## config.mk

```make
export PLATFORM = sky130hd
export DESIGN_NAME = ip_address_text_parser_top_flat
export DESIGN_NICKNAME = d
export VERILOG_FILES = /design/src/design/ipatp_pkg.sv /design/src/design/ipatp_if.sv /design/src/design/ip_address_text_parser_top.sv /design/src/flat_wrapper.sv
export VERILOG_INCLUDE_DIRS = /design/src /design/src/design
export SDC_FILE = /design/constraint.sdc
export NUM_CORES = 1
export LEC_CHECK = 0
export BUFFER_PORTS_ARGS = -buffer_cell sky130_fd_sc_hd__buf_4
export CAP_MARGIN = 10
export CORE_MARGIN = 5
export CORE_UTILIZATION = 59
export CTS_CLUSTER_DIAMETER = 60
export DETAILED_ROUTE_END_ITERATION = 8
export PLACE_DENSITY = 0.88
export SLEW_MARGIN = 20
export SYNTH_ARGS = -nofsm -noshare
export SYNTH_HDL_FRONTEND = slang
export SYNTH_SLANG_ARGS = --single-unit
```

## constraint.sdc

```tcl
create_clock -name clock -period 6.85 [get_ports clock]
set_clock_uncertainty 0.2 [all_clocks]
set_input_delay 1.7125 -clock clock [delete_from_list [all_inputs] [get_ports clock]]
set_output_delay 1.7125 -clock clock [all_outputs]
set_load 0.03 [all_outputs]
```

## src/design/ip_address_text_parser_top_macros.svh

```systemverilog
// Assertion macros shared by the parser RTL.
`ifndef IP_ADDRESS_TEXT_PARSER_TOP_MACROS_SVH
`define IP_ADDRESS_TEXT_PARSER_TOP_MACROS_SVH

// Checked at every clock edge, reset included.
`define IPATP_ASSERT_ALWAYS(label, prop, msg) \
   label: assert property (@(posedge clock) prop) else $error(msg);

// Checked only while reset is low.
`define IPATP_ASSERT_SYNC(label, prop, msg) \
   label: assert property (@(posedge clock) disable iff (reset) prop) else $error(msg);

`endif

```

## src/design/ipatp_pkg.sv

```systemverilog
`default_nettype none

package ipatp_pkg;

   typedef struct packed {
      logic [7:0] ch;
      logic       last;
   } req_item_type;

   typedef struct packed {
      logic        valid_res;
      logic        is_ipv4;
      logic [63:0] addr_high;
      logic [63:0] addr_low;
   } rsp_item_type;

   typedef enum logic [2:0] {
      PH_PRE,
      PH_NUM,
      PH_POST,
      PH_TAIL,
      PH_OK,
      PH_FAIL
   } phase_type;

   localparam int QUARTETS = 8;

   localparam logic [7:0]  CHAR_SPACE  = 8'h20;
   localparam logic [7:0]  CHAR_DOT    = 8'h2e;
   localparam logic [7:0]  CHAR_COLON  = 8'h3a;
   localparam logic [7:0]  CHAR_LBRACK = 8'h5b;
   localparam logic [7:0]  CHAR_RBRACK = 8'h5d;
   localparam logic [7:0]  CHAR_ZERO   = 8'h30;
   localparam logic [11:0] BYTE_MAX    = 12'd255;
   localparam logic [31:0] V4_MAPPED   = 32'h0000ffff;

   // Returns {is_hex_digit, nibble value}.
   function automatic logic [4:0] hex_decode(input logic [7:0] c);
      logic [7:0] diff;
      begin
         diff = 8'h00;
         case (c) inside
            [8'h30:8'h39]: begin
               diff = c - 8'h30;
               hex_decode = {1'b1, diff[3:0]};
            end
            [8'h41:8'h46]: begin
               diff = c - 8'h37;
               hex_decode = {1'b1, diff[3:0]};
            end
            [8'h61:8'h66]: begin
               diff = c - 8'h57;
               hex_decode = {1'b1, diff[3:0]};
            end
            default: begin
               hex_decode = 5'b0_0000;
            end
         endcase
      end
   endfunction

endpackage

`default_nettype wire

```

## src/design/ipatp_if.sv

```systemverilog
`default_nettype none

interface ipatp_req_if;
   import ipatp_pkg::*;

   logic         valid;
   logic         ready;
   req_item_type item;

   modport source (output valid, output item, input ready);
   modport sink (input valid, input item, output ready);
endinterface

interface ipatp_rsp_if;
   import ipatp_pkg::*;

   logic         valid;
   logic         ready;
   rsp_item_type item;

   modport source (output valid, output item, input ready);
   modport sink (input valid, input item, output ready);
endinterface

`default_nettype wire

```

## src/design/ip_address_text_parser_top.sv

```systemverilog
// Throughput is one character item per cycle; only an item that carries last can wait, and
// only while the previous result is still held on the output and not taken.
// The result is registered when the item that carries last leaves the input register.
// All parser state is updated in one pass of logic between the two registers.
// Reset is synchronous and active high; it empties both registers and returns the
// dotted and hex parsers to their start state.
`default_nettype none
`include "ip_address_text_parser_top_macros.svh"

module ip_address_text_parser_top (
   input wire logic   clock,
   input wire logic   reset,
   ipatp_req_if.sink  req_chan,
   ipatp_rsp_if.source rsp_chan
);
   import ipatp_pkg::*;

   logic         s1_valid_ff;
   req_item_type s1_item_ff;
   logic         rsp_valid_ff;
   rsp_item_type rsp_item_ff;
   rsp_item_type rsp_item_in;

   logic out_free;
   logic s1_adv;
   logic s1_done;

   logic seen_dot_ff, seen_colon_ff, seen_nonspace_ff, bracketed_ff;
   logic seen_dot_in, seen_colon_in, seen_nonspace_in, bracketed_in;

   phase_type   dotted_phase_ff, dotted_phase_in;
   logic [1:0]  dotted_count_ff, dotted_count_in;
   logic [7:0]  dotted_value_ff, dotted_value_in;
   logic [31:0] dotted_addr_ff, dotted_addr_in;

   phase_type   hex_phase_ff, hex_phase_in;
   logic [2:0]  hex_count_ff, hex_count_in;
   logic [2:0]  hex_digits_ff, hex_digits_in;
   logic [15:0] hex_value_ff, hex_value_in;
   logic [15:0] quartet_ff [QUARTETS];
   logic [15:0] quartet_view [QUARTETS];

   logic        quartet_we;
   logic [7:0]  c;
   logic        is_digit;
   logic [7:0]  dec_diff;
   logic [4:0]  hex_dec;
   logic [11:0] dec_next;
   logic        d_done, h_done;
   phase_type   d_final, h_final;
   logic [31:0] d_addr_final;
   logic        d_ok, h_ok;

   assign out_free       = !rsp_valid_ff || rsp_chan.ready;
   assign s1_adv         = s1_valid_ff && (!s1_item_ff.last || out_free);
   assign s1_done        = s1_adv && s1_item_ff.last;
   assign req_chan.ready = !s1_valid_ff || s1_adv;
   assign rsp_chan.valid = rsp_valid_ff;
   assign rsp_chan.item  = rsp_item_ff;

   always_comb begin
      c        = s1_item_ff.ch;
      is_digit = (c >= CHAR_ZERO) && (c <= 8'h39);
      dec_diff = c - CHAR_ZERO;
      hex_dec  = hex_decode(c);
      dec_next = ({4'h0, dotted_value_ff} << 3) + ({4'h0, dotted_value_ff} << 1)
               + {8'h00, dec_diff[3:0]};

      seen_dot_in      = seen_dot_ff || (c == CHAR_DOT);
      seen_colon_in    = seen_colon_ff || (c == CHAR_COLON);
      seen_nonspace_in = seen_nonspace_ff || (c != CHAR_SPACE);

      // Dotted parser.
      dotted_phase_in = dotted_phase_ff;
      dotted_count_in = dotted_count_ff;
      dotted_value_in = dotted_value_ff;
      dotted_addr_in  = dotted_addr_ff;
      d_done          = 1'b0;
      if (dotted_phase_ff == PH_NUM) begin
         if (is_digit) begin
            d_done = 1'b1;
            if (dec_next > BYTE_MAX) begin
               dotted_phase_in = PH_FAIL;
            end else begin
               dotted_value_in = dec_next[7:0];
            end
         end else begin
            dotted_addr_in  = {dotted_addr_ff[23:0], dotted_value_ff};
            dotted_phase_in = (dotted_count_ff == 2'd3) ? PH_TAIL : PH_POST;
         end
      end
      if (!d_done && c != CHAR_SPACE) begin
         case (dotted_phase_in)
            PH_PRE: begin
               if (is_digit) begin
                  dotted_phase_in = PH_NUM;
                  dotted_value_in = {4'h0, dec_diff[3:0]};
               end else begin
                  dotted_phase_in = PH_FAIL;
               end
            end
            PH_POST: begin
               if (c == CHAR_DOT) begin
                  dotted_phase_in = PH_PRE;
                  dotted_count_in = dotted_count_ff + 2'd1;
               end else begin
                  dotted_phase_in = PH_FAIL;
               end
            end
            PH_TAIL: begin
               dotted_phase_in = (c == CHAR_COLON) ? PH_OK : PH_FAIL;
            end
            default: begin
            end
         endcase
      end

      d_final      = dotted_phase_in;
      d_addr_final = dotted_addr_in;
      if (dotted_phase_in == PH_NUM) begin
         d_addr_final = {dotted_addr_in[23:0], dotted_value_in};
         d_final      = (dotted_count_in == 2'd3) ? PH_TAIL : PH_POST;
      end
      d_ok = (d_final == PH_OK) || (d_final == PH_TAIL);

      // Hex parser.
      hex_phase_in  = hex_phase_ff;
      hex_count_in  = hex_count_ff;
      hex_digits_in = hex_digits_ff;
      hex_value_in  = hex_value_ff;
      bracketed_in  = bracketed_ff;
      quartet_we    = 1'b0;
      h_done        = 1'b0;
      if (hex_phase_ff == PH_NUM) begin
         if (hex_dec[4]) begin
            h_done = 1'b1;
            if (hex_digits_ff >= 3'd4) begin
               hex_phase_in = PH_FAIL;
            end else begin
               hex_digits_in = hex_digits_ff + 3'd1;
               hex_value_in  = {hex_value_ff[11:0], hex_dec[3:0]};
            end
         end else begin
            quartet_we   = 1'b1;
            hex_phase_in = (hex_count_ff == 3'd7) ? PH_TAIL : PH_POST;
         end
      end
      if (!h_done && c != CHAR_SPACE) begin
         case (hex_phase_in)
            PH_PRE: begin
               if (c == CHAR_LBRACK && !seen_nonspace_ff) begin
                  bracketed_in = 1'b1;
               end else if (hex_dec[4]) begin
                  hex_phase_in  = PH_NUM;
                  hex_digits_in = 3'd1;
                  hex_value_in  = {12'h000, hex_dec[3:0]};
               end else begin
                  hex_phase_in = PH_FAIL;
               end
            end
            PH_POST: begin
               if (c == CHAR_COLON) begin
                  hex_phase_in = PH_PRE;
                  hex_count_in = hex_count_ff + 3'd1;
               end else begin
                  hex_phase_in = PH_FAIL;
               end
            end
            PH_TAIL: begin
               hex_phase_in = (c == CHAR_RBRACK && bracketed_ff) ? PH_OK : PH_FAIL;
            end
            default: begin
            end
         endcase
      end

      h_final = hex_phase_in;
      if (hex_phase_in == PH_NUM) begin
         quartet_we = 1'b1;
         h_final    = (hex_count_in == 3'd7) ? PH_TAIL : PH_POST;
      end
      h_ok = (h_final == PH_OK) || (h_final == PH_TAIL);

      for (int i = 0; i < QUARTETS; i++) begin
         quartet_view[i] = (quartet_we && hex_count_ff == 3'(i)) ? hex_value_in
                                                                : quartet_ff[i];
      end

      rsp_item_in = '0;
      if (seen_dot_in) begin
         if (d_ok) begin
            rsp_item_in.valid_res = 1'b1;
            rsp_item_in.is_ipv4   = 1'b1;
            rsp_item_in.addr_low  = {V4_MAPPED, d_addr_final};
         end
      end else if (seen_colon_in && h_ok) begin
         rsp_item_in.valid_res = 1'b1;
         rsp_item_in.addr_high = {quartet_view[0], quartet_view[1],
                                  quartet_view[2], quartet_view[3]};
         rsp_item_in.addr_low  = {quartet_view[4], quartet_view[5],
                                  quartet_view[6], quartet_view[7]};
      end
   end

   always_ff @(posedge clock) begin
      if (reset) begin
         s1_valid_ff <= 1'b0;
      end else if (req_chan.ready) begin
         s1_valid_ff <= req_chan.valid;
      end
      if (req_chan.ready && req_chan.valid) begin
         s1_item_ff <= req_chan.item;
      end

      if (reset) begin
         rsp_valid_ff <= 1'b0;
      end else if (s1_done) begin
         rsp_valid_ff <= 1'b1;
      end else if (rsp_chan.ready) begin
         rsp_valid_ff <= 1'b0;
      end
      if (s1_done) begin
         rsp_item_ff <= rsp_item_in;
      end

      if (reset || s1_done) begin
         seen_dot_ff      <= 1'b0;
         seen_colon_ff    <= 1'b0;
         seen_nonspace_ff <= 1'b0;
         bracketed_ff     <= 1'b0;
         dotted_phase_ff  <= PH_PRE;
         dotted_count_ff  <= 2'd0;
         hex_phase_ff     <= PH_PRE;
         hex_count_ff     <= 3'd0;
         hex_digits_ff    <= 3'd0;
      end else if (s1_adv) begin
         seen_dot_ff      <= seen_dot_in;
         seen_colon_ff    <= seen_colon_in;
         seen_nonspace_ff <= seen_nonspace_in;
         bracketed_ff     <= bracketed_in;
         dotted_phase_ff  <= dotted_phase_in;
         dotted_count_ff  <= dotted_count_in;
         hex_phase_ff     <= hex_phase_in;
         hex_count_ff     <= hex_count_in;
         hex_digits_ff    <= hex_digits_in;
      end

      if (s1_adv) begin
         dotted_value_ff <= dotted_value_in;
         dotted_addr_ff  <= dotted_addr_in;
         hex_value_ff    <= hex_value_in;
         if (quartet_we) begin
            quartet_ff[hex_count_ff] <= hex_value_in;
         end
      end
   end

   `IPATP_ASSERT_ALWAYS(a_invalid_is_zero,
      rsp_valid_ff && !rsp_item_ff.valid_res |-> !rsp_item_ff.is_ipv4 &&
      rsp_item_ff.addr_high == 64'h0 && rsp_item_ff.addr_low == 64'h0,
      "An invalid result carries a nonzero field.")
   `IPATP_ASSERT_ALWAYS(a_ipv4_mapped,
      rsp_valid_ff && rsp_item_ff.is_ipv4 |-> rsp_item_ff.valid_res &&
      rsp_item_ff.addr_high == 64'h0 && rsp_item_ff.addr_low[63:32] == V4_MAPPED,
      "An IPv4 result is not in the mapped form.")
   `IPATP_ASSERT_SYNC(a_state_cleared_after_last,
      s1_done |=> dotted_phase_ff == PH_PRE && hex_phase_ff == PH_PRE &&
      hex_count_ff == 3'd0 && !seen_dot_ff && !seen_colon_ff && !bracketed_ff,
      "Parser state was not cleared after the last item of a string.")
   `IPATP_ASSERT_SYNC(a_hex_digit_limit,
      hex_digits_ff <= 3'd4,
      "Hex digit count ran past four.")
   `IPATP_ASSERT_SYNC(a_result_after_last,
      $rose(rsp_valid_ff) |-> $past(s1_done),
      "A result appeared without a last item.")

endmodule

`default_nettype wire

```

## src/flat_wrapper.sv

```systemverilog
// flat-port wrapper written by rule: the top's interface ports become plain ports
module ip_address_text_parser_top_flat import ipatp_pkg::*;
  (clock, reset, req_chan_valid, req_chan_item, req_chan_ready, rsp_chan_valid, rsp_chan_item, rsp_chan_ready);
  ipatp_req_if req_chan_i ();
  ipatp_rsp_if rsp_chan_i ();
  input wire logic clock;
  input wire logic reset;
  input wire logic [$bits(req_chan_i.valid)-1:0] req_chan_valid;
  input wire logic [$bits(req_chan_i.item)-1:0] req_chan_item;
  output wire logic [$bits(req_chan_i.ready)-1:0] req_chan_ready;
  output wire logic [$bits(rsp_chan_i.valid)-1:0] rsp_chan_valid;
  output wire logic [$bits(rsp_chan_i.item)-1:0] rsp_chan_item;
  input wire logic [$bits(rsp_chan_i.ready)-1:0] rsp_chan_ready;
  assign req_chan_i.valid = req_chan_valid;
  assign req_chan_i.item = req_chan_item;
  assign req_chan_ready = req_chan_i.ready;
  assign rsp_chan_valid = rsp_chan_i.valid;
  assign rsp_chan_item = rsp_chan_i.item;
  assign rsp_chan_i.ready = rsp_chan_ready;
  ip_address_text_parser_top u_core (.clock(clock), .reset(reset), .req_chan(req_chan_i), .rsp_chan(rsp_chan_i));
endmodule
```

Yosys cells after proc, flatten, opt, wreduce, memory -nomap -nowiden
Memories as Yosys holds them, arrays and structs flattened. A register that Yosys moved wholly into a read port is not among the register bits.
Index checks and enable logic that the tools add are counted.
{ "totals": {"in_bits": 13, "latch_bits": 0, "word_cells": 173, "reg_bits": 151, "romBits": 0, "ram_bits": 128, "n_memories": 1, "out_inout_bits": 132} }
{ "mem_list": {"columns": ["memory", "depth", "width", "read_ports", "rd_clocked_by_memory_dff", "wr", "line", "rtl"], "rows": [
  ["u_core.quartet_ff", 8, 16, 8, 4, 1, "ip_address_text_parser_top.sv:40", "logic [15:0] quartet_ff [QUARTETS];"]
]} }
{ "op_classes": {"n_bitwise": 1, "n_eq_ne": 24, "order_cmp": 8, "n_reduce_logical": 35, "addsub": 8, "n_mul": 0, "div_mod_pow": 0, "shifts": 0, "muxes": 77} }
{ "op_table": {"columns": ["op", "count"], "rows": [
  ["$mux W16", 11],
  ["$mux W64", 2],
  ["$mux W32", 3],
  ["$mux W3", 25],
  ["$mux W48", 1],
  ["$mux W8", 6],
  ["$eq A3 B3 Y1 const B", 7],
  ["$mux W1", 20],
  ["$eq A3 B2 Y1 const B", 6],
  ["$pmux W3 S3", 2],
  ["$eq A8 B6 Y1 const B", 2],
  ["$eq A8 B7 Y1 const B", 2],
  ["$ge A8 B7 Y1 const B", 2],
  ["$le A8 B7 Y1 const B", 2],
  ["$logic_and A1 B1 Y1", 15],
  ["$mux W5", 3],
  ["$add A11 B9 Y12", 1],
  ["$add A12 B4 Y12", 1],
  ["$eq A3 B1 Y1 const B", 4],
  ["$gt A12 B8 Y1 const B", 1],
  ["$logic_or A1 B1 Y1", 9],
  ["$ge A8 B6 Y1 const B", 1],
  ["$le A8 B6 Y1 const B", 1],
  ["$mux W2", 4],
  ["other kinds (13)", 22]
]} }

Logic depth before layout (Yosys ltp)
{ "depth": {"word_depth": 18, "ltp_mapped": 14, "ltp_nobuf": 12} }

Worst setup path after synthesis
Ideal clock, no wire load.
{ "synth_path": {"kind": "input to register", "startpoint": "in rsp_chan_ready", "endpoint": "reg u_core.bracketed_ff", "required_ns": 6.522, "cell_stages": 7, "path_buffers": 2, "arrival_ns": 5.951, "setup_time_ns": 0.128, "setup_slack_ns": 0.571, "path_cell_list": "nor2b_1 -> nand2_1 -> and3_1 -> or2_2 -> clkbuf_1 -> buf_1 -> nor2_1"} }
{ "synth_between": {"elab_chain_len": 5, "elab_cells_between_ends": 6, "cone_classes": "6 x reduce/logical"} }
{ "synth_rtl": {"columns": ["item", "line", "rtl"], "rows": [
  ["start: declaration", "flat_wrapper.sv:13", "input wire logic [$bits(rsp_chan_i.ready)-1:0] rsp_chan_ready;"],
  ["$logic_or A1 B1 Y1", "ip_address_text_parser_top.sv:54", "assign out_free = !rsp_valid_ff || rsp_chan.ready;"],
  ["$logic_or A1 B1 Y1", "ip_address_text_parser_top.sv:55", "assign s1_adv = s1_valid_ff && (!s1_item_ff.last || out_free);"],
  ["$logic_and A1 B1 Y1", "ip_address_text_parser_top.sv:55", null],
  ["$logic_and A1 B1 Y1", "ip_address_text_parser_top.sv:56", "assign s1_done = s1_adv && s1_item_ff.last;"],
  ["net u_core.s1_done", "ip_address_text_parser_top.sv:26", "logic s1_done;"],
  ["$logic_or A1 B1 Y1", "ip_address_text_parser_top.sv:226", "if (reset || s1_done) begin"],
  ["end signal: assignment", "ip_address_text_parser_top.sv:240", "bracketed_ff <= bracketed_in;"],
  ["end: declaration", "ip_address_text_parser_top.sv:28", "logic seen_dot_ff, seen_colon_ff, seen_nonspace_ff, bracketed_ff;"]
]} }
The timed path passes the listed nets, and every way through them passes these cells.
A chain may end at the register's enable or synchronous reset.

==> impl_metrics.toml <==
[detailed_routing]
vias = 9720
route.detailed.wl_per_inst_um = 23.3
routed_via_density = 6.22
antenna_violating_nets_post_route = 0
drt-pass1-iter-count = 6
first_iter_violations = 1462
drcViolationCount = 0
route.final.wire_length_um = 36400

[clocking]
tritoncts = "done"
cts_resized = 0
clk_pin_slew_worst_paths_ns = 0.06
post_cts_hold_buffer_count = 0
worst_skew_pair.late_latency_ns = 0.53
cts_made_buffers = 35
clk_root_buffer_cell = "sky130_fd_sc_hd__clkbuf_16"
cts_sinks = 343
h-tree-depth = 2
clk_path_buf_depth = 3
post_cts.repair.setup_buffers = 0

[setup_path]
critical_path_arrival_ns = 5.45
required_ns = 6.91
regToRegSetupSlack_ns = 1.46
timing.critical_path.to_type = "register"
critical_path_class = "register to register"
startpoint_type = "register"
timing.critical_path.fanout_max = 30

[yosys]
yosysSeqAreaShare_pct = 68.8
share_of_the_synthesized_area_in_compound_gates_ao_oa_aoi_oai_pct = 8.93
syn-cell-area_um2 = 14700
muxShareOfSynthArea_pct = 5.59
synth-main-ff-cell = "sky130_fd_sc_hd__edfxtp_1"
postSynthAreaPerCell_um2 = 13.7
post-synth-top-count-cell = "sky130_fd_sc_hd__edfxtp_1"
synth_cell_type_count = 68
synth.largest_area_cell = "sky130_fd_sc_hd__edfxtp_1"
post_synth_main_area_contributors = "sky130_fd_sc_hd__edfxtp_1 (66%), sky130_fd_sc_hd__mux2i_1 (4.5%), sky130_fd_sc_hd__and2_1 (2.9%), sky130_fd_sc_hd__dfxtp_1 (2.7%), sky130_fd_sc_hd__a21oi_1 (2.4%)"
yosys.area_share.adder_pct = 2.57
post_synth_and_or_nand_nor_area_fraction_pct = 10.3
postSynthNetCount = 1112
synth-xor-area-share_pct = 0.358
synth_enable_flop_cells = 323
dominant_combinational_cell_family_by_area_after_synthesis = "simple AND/OR/NAND/NOR gates"
yosys-top-cells-count = "sky130_fd_sc_hd__edfxtp_1 (323), sky130_fd_sc_hd__nor2_1 (84), sky130_fd_sc_hd__a21oi_1 (70)"
synthCells = 1070
yosys_register_bits = 343
yosys_warnings = 0
synthDominantCellAreaShare_pct = 66.1
ys_async_sr_fraction_pct = 0

[global_routing]
first_global_vias = 9438
grt_first_pass_wirelength_um = 54800
grt_antenna_before_repair = 0
global_route.overflow_total = 0
global_route.usage.total_pct = 25.2
grt_max_degree = 70

[job]
number_of_max_capacitance_violations_reported = 0

[sta]
timing.fmax_mhz = 186
timing_hold_violations_final = 0
max_slew.worst_pin.slew_ns = 1.10
post_layout_min_period_ns = 5.39
setup_violations = 0
setup_total_negative_slack_ns = 0
rsz_0062_raised_after_global_routing = "no"
post-route-period-util_pct = 78.7
report.final.slew_viol_count = 0
slew-limit-headroom_pct = 26.8
timing.hold.ws_ns = 0.268

[pwr]
static_leakage_power_nw = 6.38
power.density_cell_area_nw_per_um2 = 262
irDropWorstVdd_uv = 159

[placement]
numPortBuffers = 144
dp_hpwl_um = 23000
place.gp.congestion = 0.925

[die]
core_area_um2 = 24400
initial_utilization_pct = 60.2
floorplan.die.height_um = 168
design.die.area_um2 = 28100
top_level_ports = 145
row_count = 57
die_width_um = 168

[final_layout]
synthToLayoutAreaGrowth_pct = 16.7
n_antenna_cell = 0
final_stage_net_count = 1256
drive_above_1_share_pct = 19.5

[status]
status = "finished clean"

[hold_path]
hold_class = "register to register"
## layout make-up
cell class	instances	area, um^2
Timing Repair Buffer	160	1200
Multi-Input combinational cell	617	4150
Clock inverter	24	148
Fill cell	1525	7270
Clock buffer	38	908
Sequential cell	343	10100
Inverter	57	214
Tap cell	324	405
## cell usage in the layout, fill, tap and decap left out, types with 7 or more instances in the layout
cell type                     n
sky130_fd_sc_hd__edfxtp_1   323
sky130_fd_sc_hd__buf_4      160
sky130_fd_sc_hd__nor2_1      83
sky130_fd_sc_hd__a21oi_1     70
sky130_fd_sc_hd__and2_1      68
sky130_fd_sc_hd__mux2i_1     66
sky130_fd_sc_hd__nand2_1     56
sky130_fd_sc_hd__inv_1       56
sky130_fd_sc_hd__o21ai_0     41
sky130_fd_sc_hd__clkbuf_16   36
sky130_fd_sc_hd__ha_1        27
sky130_fd_sc_hd__dfxtp_1     20
sky130_fd_sc_hd__o22ai_1     18
sky130_fd_sc_hd__and3_1      17
sky130_fd_sc_hd__a211oi_1    17
sky130_fd_sc_hd__mux2_2      13
sky130_fd_sc_hd__clkinv_1    13
sky130_fd_sc_hd__nor3_1      12
sky130_fd_sc_hd__nand3_1     10
sky130_fd_sc_hd__nor4_1       8
sky130_fd_sc_hd__a21o_1       8
sky130_fd_sc_hd__o2bb2ai_1    8
sky130_fd_sc_hd__nand2b_1     7
sky130_fd_sc_hd__clkinv_2     7
## report_power, final
group | leakage (nW) | switching [mW] | internal [mW]
clock | 0.523 | 0.768 | 0.996
combinational | 2.78 | 0.236 | 0.107
sequential | 3.08 | 0.0314 | 2.35
## flip-flops by register name (all words and copies together) (netlist names), 2 cells and up
| register | count |
|---|---|
| rsp_chan_item | 64 |
| u_core.dotted_addr_ff | 32 |
| u_core.dotted_value_ff | 8 |
| u_core.hex_digits_ff | 3 |
| u_core.hex_phase_ff | 3 |
| u_core.rsp_chan.item | 66 |
| u_core.hex_count_ff | 3 |
| u_core.quartet_ff | 128 |
| u_core.hex_value_ff | 16 |
| u_core.c | 8 |
| u_core.dotted_count_ff | 2 |
| u_core.dotted_phase_ff | 3 |
## critical path, stage by stage, from the launching register on
cell	delay (ns)
sky130_fd_sc_hd__edfxtp_1	0.56
sky130_fd_sc_hd__inv_1	0.22
sky130_fd_sc_hd__fa_1	0.57
sky130_fd_sc_hd__fa_1	0.45
sky130_fd_sc_hd__nand2b_1	0.20
sky130_fd_sc_hd__a21o_1	0.22
sky130_fd_sc_hd__a211oi_1	0.38
sky130_fd_sc_hd__mux2_2	0.40
sky130_fd_sc_hd__a31oi_1	0.45
sky130_fd_sc_hd__mux2i_4	0.94
sky130_fd_sc_hd__inv_1	0.25
sky130_fd_sc_hd__a32o_1	0.29
## logic make-up after synthesis
logic type | count (synthesis)
compound gates | 206
xor+xnor | 6
fa+ha+maj | 29
buf+inv | 110
flops | 343
mux | 80
simple gates | 296
## layer usage
layer / vias to the layer above / share of wire, % / GRT usage (%) / wire [um]
met3: 118 / 10 / 5.07 / 3650
li1: 4272 / - / - / -
met1: 4684 / 36 / 32.7 / 13300
met5: - / 0 / 0 / 0
met4: 0 / 4.4 / 9.39 / 1600
met2: 646 / 49 / 42.3 / 17900
## metrics by stage
step / setup WS (ns) / power (mW) / utilization, % / instance area [um^2] / std cells
global placement: 1.67 / 2.74 / 65.8 / 16000 / 1501
detailed placement: 1.52 / 2.75 / 65.8 / 16000 / 1501
CTS: 1.50 / 4.49 / 70.1 / 17100 / 1563
global route: 1.20 / 4.62 / 70.2 / 17100 / 1563
floorplan: 0.571 / 2.63 / - / 14700 / 1070
finish: 1.46 / 4.49 / 70.2 / 17100 / 1563
## path summary, 6_finish.rpt
| kind | startpoint | endpoint | cells after the start |
|---|---|---|---|
| hold / removal | u_core.seen_nonspace_ff | u_core.seen_nonspace_ff | 2 |
| hold reg to reg | u_core.seen_nonspace_ff | u_core.seen_nonspace_ff | 2 |
| setup / recovery | u_core.c[3] | u_core.rsp_chan.item[3] | 11 |
| setup reg to reg | u_core.c[3] | u_core.rsp_chan.item[3] | 11 |
(Power assumes the default switching activity.)
